===== src/mvm_pkg.sv =====
// ----------------------------------------------------------------------------
// mvm_pkg
// Shared constants and types of the matrix-vector multiply-accumulate block.
// ----------------------------------------------------------------------------
package mvm_pkg;

  // sizes of the problem
  localparam int MaxColumns = 1024;
  localparam int MaxRows    = 1024;
  localparam int ColW       = $clog2(MaxColumns);
  localparam int RowW       = $clog2(MaxRows);

  // register and data widths
  localparam int LenW   = 11;
  localparam int WordW  = 32;
  localparam int DataW  = 32;
  localparam int AddrW  = 3;

  // register map
  localparam logic RegOutLen = 1'b0;
  localparam logic RegInLen  = 1'b1;

  // item modes
  localparam logic ModePreload = 1'b0;
  localparam logic ModeWeight  = 1'b1;

  // depth of the fused multiply-add pipeline
  localparam int FmaStages = 7;

  // signed exponent width inside the datapath
  localparam int ExpW = 12;

  // single-precision codes
  localparam logic [30:0] InfMag  = 31'h7F80_0000;
  localparam logic [31:0] QNan    = 32'h7FC0_0000;
  localparam logic [31:0] QuietBit = 32'h0040_0000;

  // per-item control carried alongside the datapath
  typedef struct packed {
    logic            valid;
    logic            preload;
    logic            emit;
    logic            last;
    logic [ColW-1:0] col;
  } mvm_tag_t;

  // configuration seen by the core
  typedef struct packed {
    logic [LenW-1:0] out_len;
    logic [LenW-1:0] in_len;
    logic            wr;
  } mvm_cfg_t;

endpackage


===== src/mvm_cfg.sv =====
// ----------------------------------------------------------------------------
// mvm_cfg
// APB register file holding the output and input lengths.
// ----------------------------------------------------------------------------
module mvm_cfg import mvm_pkg::*; (
  input  logic             clk_i,
  input  logic             rst_ni,
  input  logic             psel_i,
  input  logic             penable_i,
  input  logic             pwrite_i,
  input  logic [AddrW-1:0] paddr_i,
  input  logic [DataW-1:0] pwdata_i,
  output logic [DataW-1:0] prdata_o,
  output logic             pready_o,
  output mvm_cfg_t         cfg_o
);

  logic [LenW-1:0] out_len_q, out_len_d;
  logic [LenW-1:0] in_len_q, in_len_d;
  logic            wr;

  assign wr       = psel_i & penable_i & pwrite_i;
  assign pready_o = 1'b1;

  // register writes
  always_comb begin
    out_len_d = out_len_q;
    in_len_d  = in_len_q;
    if (wr) begin
      unique case (paddr_i[2])
        RegOutLen: out_len_d = pwdata_i[LenW-1:0];
        RegInLen:  in_len_d  = pwdata_i[LenW-1:0];
        default:   out_len_d = out_len_q;
      endcase
    end
  end

  always_ff @(posedge clk_i or negedge rst_ni) begin
    if (!rst_ni) begin
      out_len_q <= LenW'(1);
      in_len_q  <= LenW'(1);
    end else begin
      out_len_q <= out_len_d;
      in_len_q  <= in_len_d;
    end
  end

  // read back
  always_comb begin
    unique case (paddr_i[2])
      RegOutLen: prdata_o = DataW'(out_len_q);
      RegInLen:  prdata_o = DataW'(in_len_q);
      default:   prdata_o = '0;
    endcase
  end

  assign cfg_o.out_len = out_len_q;
  assign cfg_o.in_len  = in_len_q;
  assign cfg_o.wr      = wr;

endmodule


===== config.mk =====
export PLATFORM = sky130hd
export DESIGN_NAME = mvm_cfg
export DESIGN_NICKNAME = d
export VERILOG_FILES = /design/src/mvm_pkg.sv /design/src/mvm_cfg.sv
export SDC_FILE = /design/constraint.sdc
export NUM_CORES = 1
export LEC_CHECK = 0
export ABC_AREA = 1
export BUFFER_PORTS_ARGS = -buffer_cell sky130_fd_sc_hd__buf_4
export CORE_ASPECT_RATIO = 1.1
export CORE_MARGIN = 3
export CORE_UTILIZATION = 35
export DETAILED_ROUTE_END_ITERATION = 7
export PLACE_DENSITY = 0.84
export SKIP_CTS_REPAIR_TIMING = 1
export SLEW_MARGIN = 20
export SYNTH_ARGS = -nofsm -noshare
export SYNTH_HDL_FRONTEND = slang
export SYNTH_SLANG_ARGS = --single-unit

===== constraint.sdc =====
create_clock -name clk_i -period 0.9 [get_ports clk_i]
set_input_delay 0.09 -clock clk_i [delete_from_list [all_inputs] [get_ports clk_i]]
set_output_delay 0.09 -clock clk_i [all_outputs]
set_load 0.01 [all_outputs]

==> impl_metrics.ini <==
[final_layout]
layout-drive-gt1-share_pct = 35.7
fin_nets = 268
final_area_sq_mm = 0.00185
post_layout_nonfiller_instances = 273
diodes = 0
area_growth_pct = 52.0

[clock_tree]
cts_tree = built
clkTransAtPathRegs_ns = 0.11
cts.htree.levels = 1
cts_buffers = 3
clockBufferDepth = 2
cts_root_buf = clkbuf_4
clk_latency_ns = 0.29
clock-sinks = 22

[power_and_ir_drop]
power_density_mw_per_mm2 = 1740
leakage_nw = 1.05
worst_ir_drop_vdd_v = 0.000904

[routing]
viasPerCell = 4.26
first_pass_iters = 4
drc_errors = 0
wl_per_cell_um = 11.5
drt_iter0_markers = 31
ant_nets = 0
vias = 1162
wirelength_um = 3150

[run_status]
violations = setup timing
run_status = finished, violations left

[grt]
grt.busiest_layer = met2
gr-usage-all-layers_pct = 13.4
antenna_found_initial = 0
grt_start_max_net_pins = 23
grt_pass1_vias = 946
grtUsageMet3_pct = 3.00
met1_usage_pct = 15.5
grt_pass1_wl_um = 4440
grt_overflow = 0
globalRouteMet2Util_pct = 25.0

[synthesis]
yosysMostFrequentCell = nand2_1
synth.area.top_cells = dfrtp_1 (41%), nand2_1 (24%), buf_4 (16%), nand3_1 (9.1%), dfstp_2 (4.3%)
synth_seq_cells = 22
syn_inst = 160
ys_top_cells_by_count = nand2_1 (78), buf_4 (26), nand3_1 (22)
synth_top_area_share_pct = 41.2
yosysSeqAreaShare_pct = 45.5
ys_warn_count = 0
avgSynthCellArea_sq_um = 7.59
yosysTopAreaCell = dfrtp_1
synth_edf_count = 0
synth.cell_area_sq_mm = 0.00121
ys.flop_type = dfrtp_1
synth.distinct_cells = 11
synth-async-reset-ratio_pct = 100

[placed_design]
io_buffers = 50
place_area_sq_mm = 0.00158
gp_congestion = 0.740
preCtsSetupSlack_ns = 0.0389
dpl.hpwl_um = 2180
placedCellCount = 254

[timing]
setup_violations = 33
drv_slew = 0
clock_skew_ns = 0
hold_ws_ns = 0.0162
fmax_ghz = 0.864
final.period_utilization_pct = 129
rsz0062_at_grt = true
hold_viol_final = 0
fin_crit_ns = 1.16
setup_slack_ns = -0.257

[setup_path]
r2r-start = out_len_q[7]$_DFFE_PN0P_
critPathLaunch = in_len_q[0]$_DFFE_PN1P_
start_kind = register
crit_arrival_ns = 1.07
crit_path_end_kind = output pin
cp.required_ns = 0.81
crit_type = register to output pin
cp_max_fo = 3

[floorplan]
pin_count = 96
core_area_sq_mm = 0.00318
die_w_um = 62.2
start_util_pct = 38.2
die_area_sq_mm = 0.00421
die_h_um = 67.8
num_rows = 21

[worst_hold_path]
hold_start = pwdata_i[0]
hold_path_class = input pin to register

[run]
max_cap_violations = 0
-- final timing paths --
kind | end | slack [ns] | cells past startpoint
max reg2reg | out_len_q[7]$_DFFE_PN0P_ | 0.13 | 3
max | prdata_o[0] | -0.26 | 3
min | in_len_q[0]$_DFFE_PN1P_ | 0.02 | 3
min in group asynchronous | in_len_q[7]$_DFFE_PN0P_ | 0.21 | 2
min reg2reg | in_len_q[0]$_DFFE_PN1P_ | 0.47 | 2
max in group asynchronous | in_len_q[0]$_DFFE_PN1P_ | 0.41 | 2
-- metal layers --
layer / vias to the layer above / routed length (um)
li1: 586 / -
met1: 527 / 1180
met4: 0 / 13
met3: 2 / 254
met2: 47 / 1700
met5: - / 0
-- report_power, final --
part	internal (W)	switching [W]	total (W)	leakage, nW
Sequential	0.00119	0.000182	0.00137	0.273
Combinational	0.000813	0.000582	0.00139	0.766
Clock	0.000172	0.000278	0.000450	0.0150
-- critical path: stages, from the launching register on --
cell	delay [ns]
dfstp_2	0.55
nand2_1	0.05
nand2_1	0.06
buf_4	0.11
-- through the flow --
stage / utilization, % / power (W) / TNS, ns
6_report: 58.1 / 0.00321 / -3.45
5_1_grt: 58.1 / 0.00341 / -5.03
4_1_cts: 50.6 / 0.00285 / -3.75
3_5_place_dp: 49.8 / 0.00239 / 0
3_3_place_gp: 49.8 / 0.00237 / 0
2_1_floorplan: - / 0.00186 / 0
-- flip-flops by register name (all words and copies together), names as in the netlist --
name       cells
out_len_q     11
in_len_q      11
-- cell usage in the layout, fill, tap and decap left out --
master / instances
inv_1: 1
dfstp_2: 2
dfrtp_1: 20
clkbuf_4: 3
nand2_1: 77
clkbuf_1: 1
nand4_1: 2
conb_1: 22
nand3_1: 22
buf_6: 32
dlygate4sd3_1: 1
nor2_4: 1
buf_12: 1
buf_4: 40
inv_2: 1
nand2_2: 1
-- cells by family after synthesis --
group	synth area share (%)
flip-flops	45.5
AND/OR/NAND/NOR	35.1
buffers and inverters	18.7
other	0.618
-- final cells by class --
class / count / area, sq um
flip-flops and latches: 22 / 553
inverters: 2 / 7.51
repair buffers: 74 / 691
clock buffers: 4 / 26.3
multi-input cells: 125 / 512
well taps: 46 / 57.6
fillers: 315 / 1330
(Power assumes the default switching activity.)
