==> src/mvm_pkg.sv <==
// ----------------------------------------------------------------------------
// mvm_pkg
// Shared constants and types of the matrix-vector multiply-accumulate block.
// ----------------------------------------------------------------------------
package mvm_pkg;

  // sizes of the problem
  localparam int MaxColumns = 1024;
  localparam int MaxRows    = 1024;
  localparam int ColW       = $clog2(MaxColumns);
  localparam int RowW       = $clog2(MaxRows);

  // register and data widths
  localparam int LenW   = 11;
  localparam int WordW  = 32;
  localparam int DataW  = 32;
  localparam int AddrW  = 3;

  // register map
  localparam logic RegOutLen = 1'b0;
  localparam logic RegInLen  = 1'b1;

  // item modes
  localparam logic ModePreload = 1'b0;
  localparam logic ModeWeight  = 1'b1;

  // depth of the fused multiply-add pipeline
  localparam int FmaStages = 7;

  // signed exponent width inside the datapath
  localparam int ExpW = 12;

  // single-precision codes
  localparam logic [30:0] InfMag  = 31'h7F80_0000;
  localparam logic [31:0] QNan    = 32'h7FC0_0000;
  localparam logic [31:0] QuietBit = 32'h0040_0000;

  // per-item control carried alongside the datapath
  typedef struct packed {
    logic            valid;
    logic            preload;
    logic            emit;
    logic            last;
    logic [ColW-1:0] col;
  } mvm_tag_t;

  // configuration seen by the core
  typedef struct packed {
    logic [LenW-1:0] out_len;
    logic [LenW-1:0] in_len;
    logic            wr;
  } mvm_cfg_t;

endpackage

==> src/mvm_fma_pipe.sv <==
// ----------------------------------------------------------------------------
// mvm_fma_pipe
// Seven-stage single-precision fused multiply-add, rounded once to nearest
// even, with a control tag riding along each stage.
// ----------------------------------------------------------------------------
module mvm_fma_pipe import mvm_pkg::*; (
  input  logic             clk_i,
  input  logic             rst_ni,
  input  logic             adv_i,
  input  mvm_tag_t         tag_i,
  input  logic [WordW-1:0] a_i,
  input  logic [WordW-1:0] b_i,
  input  logic [WordW-1:0] c_i,
  output mvm_tag_t         tags_o [FmaStages],
  output logic [WordW-1:0] res_o
);

  // leading zeros of a 24-bit mantissa
  function automatic logic [4:0] lzc24(input logic [23:0] m);
    logic [4:0] lz;
    lz = '0;
    for (int i = 0; i < 24; i++) begin
      if (m[i]) lz = 5'(23 - i);
    end
    return lz;
  endfunction

  // position of the top set bit of a 64-bit word
  function automatic logic [5:0] top64(input logic [63:0] m);
    logic [5:0] p;
    p = '0;
    for (int i = 0; i < 64; i++) begin
      if (m[i]) p = 6'(i);
    end
    return p;
  endfunction

  // right shift keeping a sticky bit at the bottom
  function automatic logic [63:0] shr_sticky(input logic [63:0] m, input logic [ExpW-1:0] amt);
    logic [127:0] t;
    logic [63:0]  r;
    t = {m, 64'b0} >> amt[5:0];
    if (amt >= ExpW'(64)) r = {63'b0, |m};
    else r = t[127:64] | {63'b0, |t[63:0]};
    return r;
  endfunction

  mvm_tag_t tag_q [FmaStages];

  // tags move with the pipeline
  always_ff @(posedge clk_i or negedge rst_ni) begin
    if (!rst_ni) begin
      for (int i = 0; i < FmaStages; i++) tag_q[i] <= '0;
    end else if (adv_i) begin
      tag_q[0] <= tag_i;
      for (int i = 1; i < FmaStages; i++) tag_q[i] <= tag_q[i-1];
    end
  end

  assign tags_o = tag_q;

  // ---------------- stage 1: operands, specials, normalize ----------------
  logic [WordW-1:0] s1_a_q, s1_b_q;

  always_ff @(posedge clk_i) begin
    if (adv_i) begin
      s1_a_q <= a_i;
      s1_b_q <= b_i;
    end
  end

  logic        sa, sb, sc, sp;
  logic [7:0]  ea, eb, ec;
  logic [30:0] am, bm, cm;
  logic        nan_a, nan_b, nan_c;
  logic        s1_spec;
  logic [31:0] s1_sval;
  logic [23:0] ma_n, mb_n, mc_n, ma_r, mb_r, mc_r;
  logic [4:0]  lz_a, lz_b, lz_c;
  logic signed [ExpW-1:0] ea_n, eb_n, ec_n;

  assign sa = s1_a_q[31];
  assign sb = s1_b_q[31];
  assign sc = c_i[31];
  assign sp = sa ^ sb;
  assign ea = s1_a_q[30:23];
  assign eb = s1_b_q[30:23];
  assign ec = c_i[30:23];
  assign am = s1_a_q[30:0];
  assign bm = s1_b_q[30:0];
  assign cm = c_i[30:0];
  assign nan_a = am > InfMag;
  assign nan_b = bm > InfMag;
  assign nan_c = cm > InfMag;

  // special results bypass the arithmetic
  always_comb begin
    s1_spec = 1'b1;
    s1_sval = '0;
    priority if (tag_q[0].preload) begin
      s1_sval = s1_a_q;
    end else if (nan_a) begin
      s1_sval = s1_a_q | QuietBit;
    end else if (nan_b) begin
      s1_sval = s1_b_q | QuietBit;
    end else if (nan_c) begin
      s1_sval = c_i | QuietBit;
    end else if (ea == 8'hFF || eb == 8'hFF) begin
      if (am == '0 || bm == '0) s1_sval = QNan;
      else if (ec == 8'hFF && sc != sp) s1_sval = QNan;
      else s1_sval = {sp, InfMag};
    end else if (ec == 8'hFF) begin
      s1_sval = c_i;
    end else if (am == '0 || bm == '0) begin
      if (cm != '0) s1_sval = c_i;
      else s1_sval = {sp & sc, 31'b0};
    end else begin
      s1_spec = 1'b0;
    end
  end

  // mantissas brought to a leading one at bit 23
  assign ma_r = {ea != 8'h00, s1_a_q[22:0]};
  assign mb_r = {eb != 8'h00, s1_b_q[22:0]};
  assign mc_r = {ec != 8'h00, c_i[22:0]};
  assign lz_a = lzc24(ma_r);
  assign lz_b = lzc24(mb_r);
  assign lz_c = lzc24(mc_r);
  assign ma_n = ma_r << lz_a;
  assign mb_n = mb_r << lz_b;
  assign mc_n = mc_r << lz_c;
  assign ea_n = $signed(ExpW'((ea == 8'h00) ? 8'h01 : ea)) - $signed(ExpW'(lz_a));
  assign eb_n = $signed(ExpW'((eb == 8'h00) ? 8'h01 : eb)) - $signed(ExpW'(lz_b));
  assign ec_n = $signed(ExpW'((ec == 8'h00) ? 8'h01 : ec)) - $signed(ExpW'(lz_c));

  // ---------------- stage 2: multiply ----------------
  logic [23:0] s2_ma_q, s2_mb_q, s2_mc_q;
  logic signed [ExpW-1:0] s2_ea_q, s2_eb_q, s2_ec_q;
  logic        s2_sp_q, s2_sc_q, s2_cz_q, s2_spec_q;
  logic [31:0] s2_sval_q;

  always_ff @(posedge clk_i) begin
    if (adv_i) begin
      s2_ma_q   <= ma_n;
      s2_mb_q   <= mb_n;
      s2_mc_q   <= mc_n;
      s2_ea_q   <= ea_n;
      s2_eb_q   <= eb_n;
      s2_ec_q   <= ec_n;
      s2_sp_q   <= sp;
      s2_sc_q   <= sc;
      s2_cz_q   <= (cm == '0);
      s2_spec_q <= s1_spec;
      s2_sval_q <= s1_sval;
    end
  end

  logic [47:0] s2_mp;
  logic signed [ExpW-1:0] s2_ep;

  assign s2_mp = s2_ma_q * s2_mb_q;
  assign s2_ep = s2_ea_q + s2_eb_q - ExpW'(300);

  // ---------------- stage 3: align ----------------
  logic [47:0] s3_mp_q;
  logic [23:0] s3_mc_q;
  logic signed [ExpW-1:0] s3_ep_q, s3_ec_q;
  logic        s3_sp_q, s3_sc_q, s3_cz_q, s3_spec_q;
  logic [31:0] s3_sval_q;

  always_ff @(posedge clk_i) begin
    if (adv_i) begin
      s3_mp_q   <= s2_mp;
      s3_mc_q   <= s2_mc_q;
      s3_ep_q   <= s2_ep;
      s3_ec_q   <= s2_ec_q;
      s3_sp_q   <= s2_sp_q;
      s3_sc_q   <= s2_sc_q;
      s3_cz_q   <= s2_cz_q;
      s3_spec_q <= s2_spec_q;
      s3_sval_q <= s2_sval_q;
    end
  end

  logic [63:0] s3_p, s3_c, s3_pal, s3_cal;
  logic signed [ExpW-1:0] s3_ep, s3_ec, s3_d, s3_e;

  // both leading ones placed at bit 61
  always_comb begin
    if (s3_mp_q[47]) begin
      s3_p  = {2'b0, s3_mp_q, 14'b0};
      s3_ep = s3_ep_q - ExpW'(14);
    end else begin
      s3_p  = {1'b0, s3_mp_q, 15'b0};
      s3_ep = s3_ep_q - ExpW'(15);
    end
    s3_c  = {2'b0, s3_mc_q, 38'b0};
    s3_ec = s3_ec_q - ExpW'(188);
    s3_d  = s3_ep - s3_ec;
    if (s3_cz_q) begin
      s3_pal = s3_p;
      s3_cal = '0;
      s3_e   = s3_ep;
    end else if (s3_d >= 0) begin
      s3_pal = s3_p;
      s3_cal = shr_sticky(s3_c, s3_d);
      s3_e   = s3_ep;
    end else begin
      s3_pal = shr_sticky(s3_p, -s3_d);
      s3_cal = s3_c;
      s3_e   = s3_ec;
    end
  end

  // ---------------- stage 4: add ----------------
  logic [63:0] s4_p_q, s4_c_q;
  logic signed [ExpW-1:0] s4_e_q;
  logic        s4_sp_q, s4_sc_q, s4_spec_q;
  logic [31:0] s4_sval_q;

  always_ff @(posedge clk_i) begin
    if (adv_i) begin
      s4_p_q    <= s3_pal;
      s4_c_q    <= s3_cal;
      s4_e_q    <= s3_e;
      s4_sp_q   <= s3_sp_q;
      s4_sc_q   <= s3_sc_q;
      s4_spec_q <= s3_spec_q;
      s4_sval_q <= s3_sval_q;
    end
  end

  logic [64:0] s4_d1, s4_d2;
  logic [63:0] s4_sum;
  logic        s4_sign, s4_spec;
  logic [31:0] s4_sval;

  assign s4_d1 = {1'b0, s4_p_q} - {1'b0, s4_c_q};
  assign s4_d2 = {1'b0, s4_c_q} - {1'b0, s4_p_q};

  // magnitude add or subtract, exact cancellation gives +0
  always_comb begin
    s4_spec = s4_spec_q;
    s4_sval = s4_sval_q;
    if (s4_sp_q == s4_sc_q) begin
      s4_sum  = s4_p_q + s4_c_q;
      s4_sign = s4_sp_q;
    end else if (!s4_d1[64]) begin
      s4_sum  = s4_d1[63:0];
      s4_sign = s4_sp_q;
    end else begin
      s4_sum  = s4_d2[63:0];
      s4_sign = s4_sc_q;
    end
    if (!s4_spec_q && s4_sp_q != s4_sc_q && s4_p_q == s4_c_q) begin
      s4_spec = 1'b1;
      s4_sval = '0;
    end
  end

  // ---------------- stage 5: find the leading one ----------------
  logic [63:0] s5_sum_q;
  logic signed [ExpW-1:0] s5_e_q;
  logic        s5_sign_q, s5_spec_q;
  logic [31:0] s5_sval_q;

  always_ff @(posedge clk_i) begin
    if (adv_i) begin
      s5_sum_q  <= s4_sum;
      s5_e_q    <= s4_e_q;
      s5_sign_q <= s4_sign;
      s5_spec_q <= s4_spec;
      s5_sval_q <= s4_sval;
    end
  end

  logic signed [ExpW-1:0] s5_tgt, s5_tgt_raw, s5_sh;

  assign s5_tgt_raw = $signed(ExpW'(top64(s5_sum_q))) + s5_e_q - ExpW'(23);
  assign s5_tgt     = (s5_tgt_raw < -ExpW'(149)) ? -ExpW'(149) : s5_tgt_raw;
  assign s5_sh      = s5_tgt - s5_e_q;

  // ---------------- stage 6: shift to 24 bits ----------------
  logic [63:0] s6_sum_q;
  logic signed [ExpW-1:0] s6_sh_q, s6_tgt_q;
  logic        s6_sign_q, s6_spec_q;
  logic [31:0] s6_sval_q;

  always_ff @(posedge clk_i) begin
    if (adv_i) begin
      s6_sum_q  <= s5_sum_q;
      s6_sh_q   <= s5_sh;
      s6_tgt_q  <= s5_tgt;
      s6_sign_q <= s5_sign_q;
      s6_spec_q <= s5_spec_q;
      s6_sval_q <= s5_sval_q;
    end
  end

  logic [23:0]  s6_q;
  logic         s6_rnd, s6_stk;
  logic [127:0] s6_t;
  logic [63:0]  s6_l;
  logic [ExpW-1:0] s6_nsh;
  logic [6:0]   s6_amt;

  always_comb begin
    s6_nsh = -s6_sh_q;
    s6_amt = (s6_sh_q > ExpW'(127)) ? 7'd127 : s6_sh_q[6:0];
    s6_t   = {s6_sum_q, 64'b0} >> s6_amt;
    s6_l   = s6_sum_q << s6_nsh[4:0];
    if (s6_sh_q < 0) begin
      s6_q   = s6_l[23:0];
      s6_rnd = 1'b0;
      s6_stk = 1'b0;
    end else begin
      s6_q   = s6_t[87:64];
      s6_rnd = s6_t[63];
      s6_stk = |s6_t[62:0];
    end
  end

  // ---------------- stage 7: round and pack ----------------
  logic [23:0] s7_q_q;
  logic        s7_rnd_q, s7_stk_q, s7_sign_q, s7_spec_q;
  logic signed [ExpW-1:0] s7_tgt_q;
  logic [31:0] s7_sval_q;

  always_ff @(posedge clk_i) begin
    if (adv_i) begin
      s7_q_q    <= s6_q;
      s7_rnd_q  <= s6_rnd;
      s7_stk_q  <= s6_stk;
      s7_tgt_q  <= s6_tgt_q;
      s7_sign_q <= s6_sign_q;
      s7_spec_q <= s6_spec_q;
      s7_sval_q <= s6_sval_q;
    end
  end

  logic [24:0] s7_q2;
  logic signed [ExpW-1:0] s7_tgt, s7_bexp;
  logic [31:0] s7_res;

  always_comb begin
    s7_q2  = {1'b0, s7_q_q} + 25'(s7_rnd_q & (s7_stk_q | s7_q_q[0]));
    s7_tgt = s7_tgt_q;
    if (s7_q2[24]) begin
      s7_q2  = s7_q2 >> 1;
      s7_tgt = s7_tgt_q + ExpW'(1);
    end
    s7_bexp = s7_tgt + ExpW'(150);
    if (!s7_q2[23]) s7_res = {s7_sign_q, 8'h00, s7_q2[22:0]};
    else if (s7_bexp >= ExpW'(255)) s7_res = {s7_sign_q, InfMag};
    else s7_res = {s7_sign_q, s7_bexp[7:0], s7_q2[22:0]};
  end

  assign res_o = s7_spec_q ? s7_sval_q : s7_res;

endmodule
==> config.mk <==
export PLATFORM = sky130hd
export DESIGN_NAME = mvm_fma_pipe
export DESIGN_NICKNAME = d
export VERILOG_FILES = /design/src/mvm_pkg.sv /design/src/mvm_fma_pipe.sv
export SDC_FILE = /design/constraint.sdc
export NUM_CORES = 2
export LEC_CHECK = 0
export BUFFER_PORTS_ARGS = -buffer_cell sky130_fd_sc_hd__buf_4
export CORE_MARGIN = 2
export CORE_UTILIZATION = 40
export CTS_BUF_LIST = sky130_fd_sc_hd__clkbuf_8
export DETAILED_ROUTE_END_ITERATION = 8
export PLACE_DENSITY = 0.59
export SLEW_MARGIN = 30
export SYNTH_ARGS = -nofsm -noshare
export SYNTH_HDL_FRONTEND = slang
export SYNTH_SLANG_ARGS = --single-unit
==> constraint.sdc <==
create_clock -name clk_i -period 7.1 [get_ports clk_i]
set_input_delay 0.355 -clock clk_i [delete_from_list [all_inputs] [get_ports clk_i]]
set_output_delay 0.355 -clock clk_i [all_outputs]
set_load 0.01 [all_outputs]
==> metrics.txt <==
Hold WC Path Type in2reg; clock sinks 901; nets 10100; total track usage 28.8%; Overflow after GRT 0; crit path cell chain buf_4, and2_4, fa_1, fa_1, fa_2, fa_1, fa_1, inv_1, fa_1, inv_1, fa_1, ha_1, a21o_1, a21o_1, or2_4, o31ai_4, a31o_4, nand2_4, o311ai_4, a21boi_2, a211oi_2, o21bai_1, a21oi_1, xnor2_1; Max Fclk 142 MHz; Ports 243; Post-DP Area 87600 um2; r2r endpoint s3_mp_q[46]; clk_skew 0.0766 ns; number of I/O port buffers 242; unrepaired setup endpoints after global routing true; vias in the first global route 68300; hpwl dp 243 mm; DRT iter0 DRCs 7139; Cell Area, Synth 81100 um2; htree depth 4; crit path max fanout 4; EDFF count, synth 803; largest net degree at the start of global routing 180; area leader, netlist edfxtp_1; min cycle time layout 7.07 ns; worst r2r src s2_mb_q[0]; TritonCTS Buffers 157; fraction of the cycle the final worst path needs 99.5%; antenna violations before repair 25; Crit path required time 7.75 ns; asr flop ratio synth 10.9%; Vias 70100; CP startpoint kind register; die area 206000 um2; status completed; worst path arrival time 7.72 ns; Critical Path End s3_mp_q[46]; share of layout cells above drive strength 1 14.0%; gate count of the mapped netlist 8677; CTS tree done; Mapped Avg Cell Area 9.35 um2; Final WS setup 0.0337 ns; Die Wd 454 um; R2R depth 24; Area contributors post-synth edfxtp_1, fa_1, ha_1; global-route wire length before repair 446 mm; Final Hold Vio Count 0; Critical Path Max Stage Delay 0.54 ns; maxcap violations 0; RD Place Congestion 1.07; post-synth top area share 29.7%; drt via density 5.89; Slew @ Worst Pin 1.07 ns; commonest non-fill, non-tap cell in the layout nand2_1; Worst R2R Setup Slack 0.03 ns; first-pass iteration count of the detailed router 7; Setup-failing EPs final 0; Syn. warnings 0; core area 202000 um2; HP Start c_i[5]; post-DR wirelength/cell 25.7 um; Slew Viols, Final 0; Final ANT Viol Nets 0; Cell variety after synth 102; CP endpoint kind register; area grow syn2layout 14.5%; Final Cell Area 92900 um2; Post-Route WL 306 mm; number of remaining DRC errors 0; critical path class reg2reg; post-synthesis sequential area ratio 32.7%; Root Driver clkbuf_8; Die Ht 454 um; dpl ws -0.640 ns; ys flop type edfxtp_1; CP max-delay cell fa_1; starting density of the core 40.2%; Worst path most repeated cell fa_1; flop and latch count out of synthesis 901; accumulated negative setup slack 0 ns; Longest Clk Path Bufs 3; normalized max-slew margin 28.8%; clock-pin slew on the worst setup and hold paths 0.06 ns; Std-Cell Rows 165; most frequent cells in the layout nand2_1, inv_1, edfxtp_1; clk_lat worst skew 0.95 ns; crit path from s2_mb_q[0]
[routing by layer]
layer / vias up / wire (um) / GRT usage (%) / share of wire, %
met1: 34900 / 127000 / 37.9 / 41
li1: 31700 / - / - / -
met5: - / 27 / 0 / 0.0088
met4: 4 / 12700 / 10.9 / 4.1
met2: 2991 / 143000 / 46.7 / 47
met3: 558 / 24000 / 5.54 / 7.9
[final cells by class]
cell class | count | area, um2
antenna | 15 | 37.5
clock buffer | 162 | 2230
clock inverter | 110 | 641
fill | 19300 | 109000
inverter | 818 | 3070
multi-input combinational | 6452 | 50400
sequential | 901 | 26600
tap | 2672 | 3340
timing repair buffer | 768 | 6560
[flip-flops by register name (all words and copies together), names as in the netlist, 32 cells and up]
| name | count |
|---|---|
| s4_p_q | 62 |
| s6_sval_q | 32 |
| s2_sval_q | 32 |
| s3_sval_q | 32 |
| s6_sum_q | 64 |
| s4_sval_q | 32 |
| tags_o | 98 |
| s3_mp_q | 48 |
| s4_c_q | 62 |
| s7_sval_q | 32 |
| s5_sval_q | 32 |
| s5_sum_q | 64 |
| s1_a_q | 32 |
| s1_b_q | 32 |
[Yosys cell counts, drive strengths merged, types with 23 or more instances]
cell	n
a31oi	57
or3	51
a211oi	107
nor2b	84
o21bai	96
mux2	180
o21a	34
nand3	110
xnor2	149
a22oi	46
fa	489
o31ai	70
nand4	72
nor4	75
nor2	560
mux2i	462
a21o	66
a21oi	631
edfxtp	803
o221ai	25
nand2	967
o22ai	144
a211o	23
nor3	199
ha	439
and2	224
xor2	66
clkbuf	403
inv	814
mux4	26
a221oi	35
nand2b	63
o211ai	61
and3	40
or2	30
dfrtp	98
buf	105
o21ai	461
[metrics by stage]
step | utilization, % | hold WS (ns) | std cells
final | 46.0 | 0.0895 | 11900
after global routing | 46.0 | 0.0725 | 11900
after CTS | 45.5 | 0.00816 | 11900
after detailed placement | 43.4 | 0.309 | 11500
after global placement | 43.4 | 0.303 | 11500
after floorplan | - | 0.0594 | 8679
[worst min path at each step]
| stage | depth (start not counted) | end | slack [ns] |
|---|---|---|---|
| finish | 3 | s2_sval_q[5] | 0.09 |
| detailed placement | 1 | tags_o[45] | 0.31 |
| global placement | 1 | tags_o[5] | 0.30 |
| global route | 3 | s2_sval_q[5] | 0.07 |
| CTS | 3 | s2_sval_q[5] | 0.008 |
| floorplan | 0 | tags_o[0] | 0.06 |
[worst max-delay path, delay by kind of cell, from the launching register on]
kind	cells	cell delay, ns
buf+inv	3	0.31
flops	1	0.44
xor+xnor	1	0.10
fa+ha+maj	8	3.78
compound gates	9	1.72
simple gates	3	0.43
[cells by family (layout without fill, tap and decap cells)]
logic type                 count (synthesis)  in the layout  share of synthesized area [%]
other                                      1             18                        0.00462
muxes                                    668            668                           8.92
adders and majority gates                928            928                           18.8
xor gates and xnor gates                 217            217                           2.38
buffers and inverters                   1326           1858                           6.21
AOI/OAI and AO/OA                       2081           2081                           16.2
and+or+nand+nor                         2555           2555                           14.7
DFF                                      901            901                           32.7
[timing repair]
action | 4_1_cts | 5_1_grt
setup endpoints to repair | 19 | 35
endpoints found under the hold margin | 193 | 0
pin swaps | 74 | 95
cloned | 0 | 0
buffers inserted | 21 | 32
gates resized for setup | 62 | 141
hold buffers | 107 | 0
Power is not shown: default switching activity piles up to over one toggle a cycle in this logic, so the estimate is an artifact.
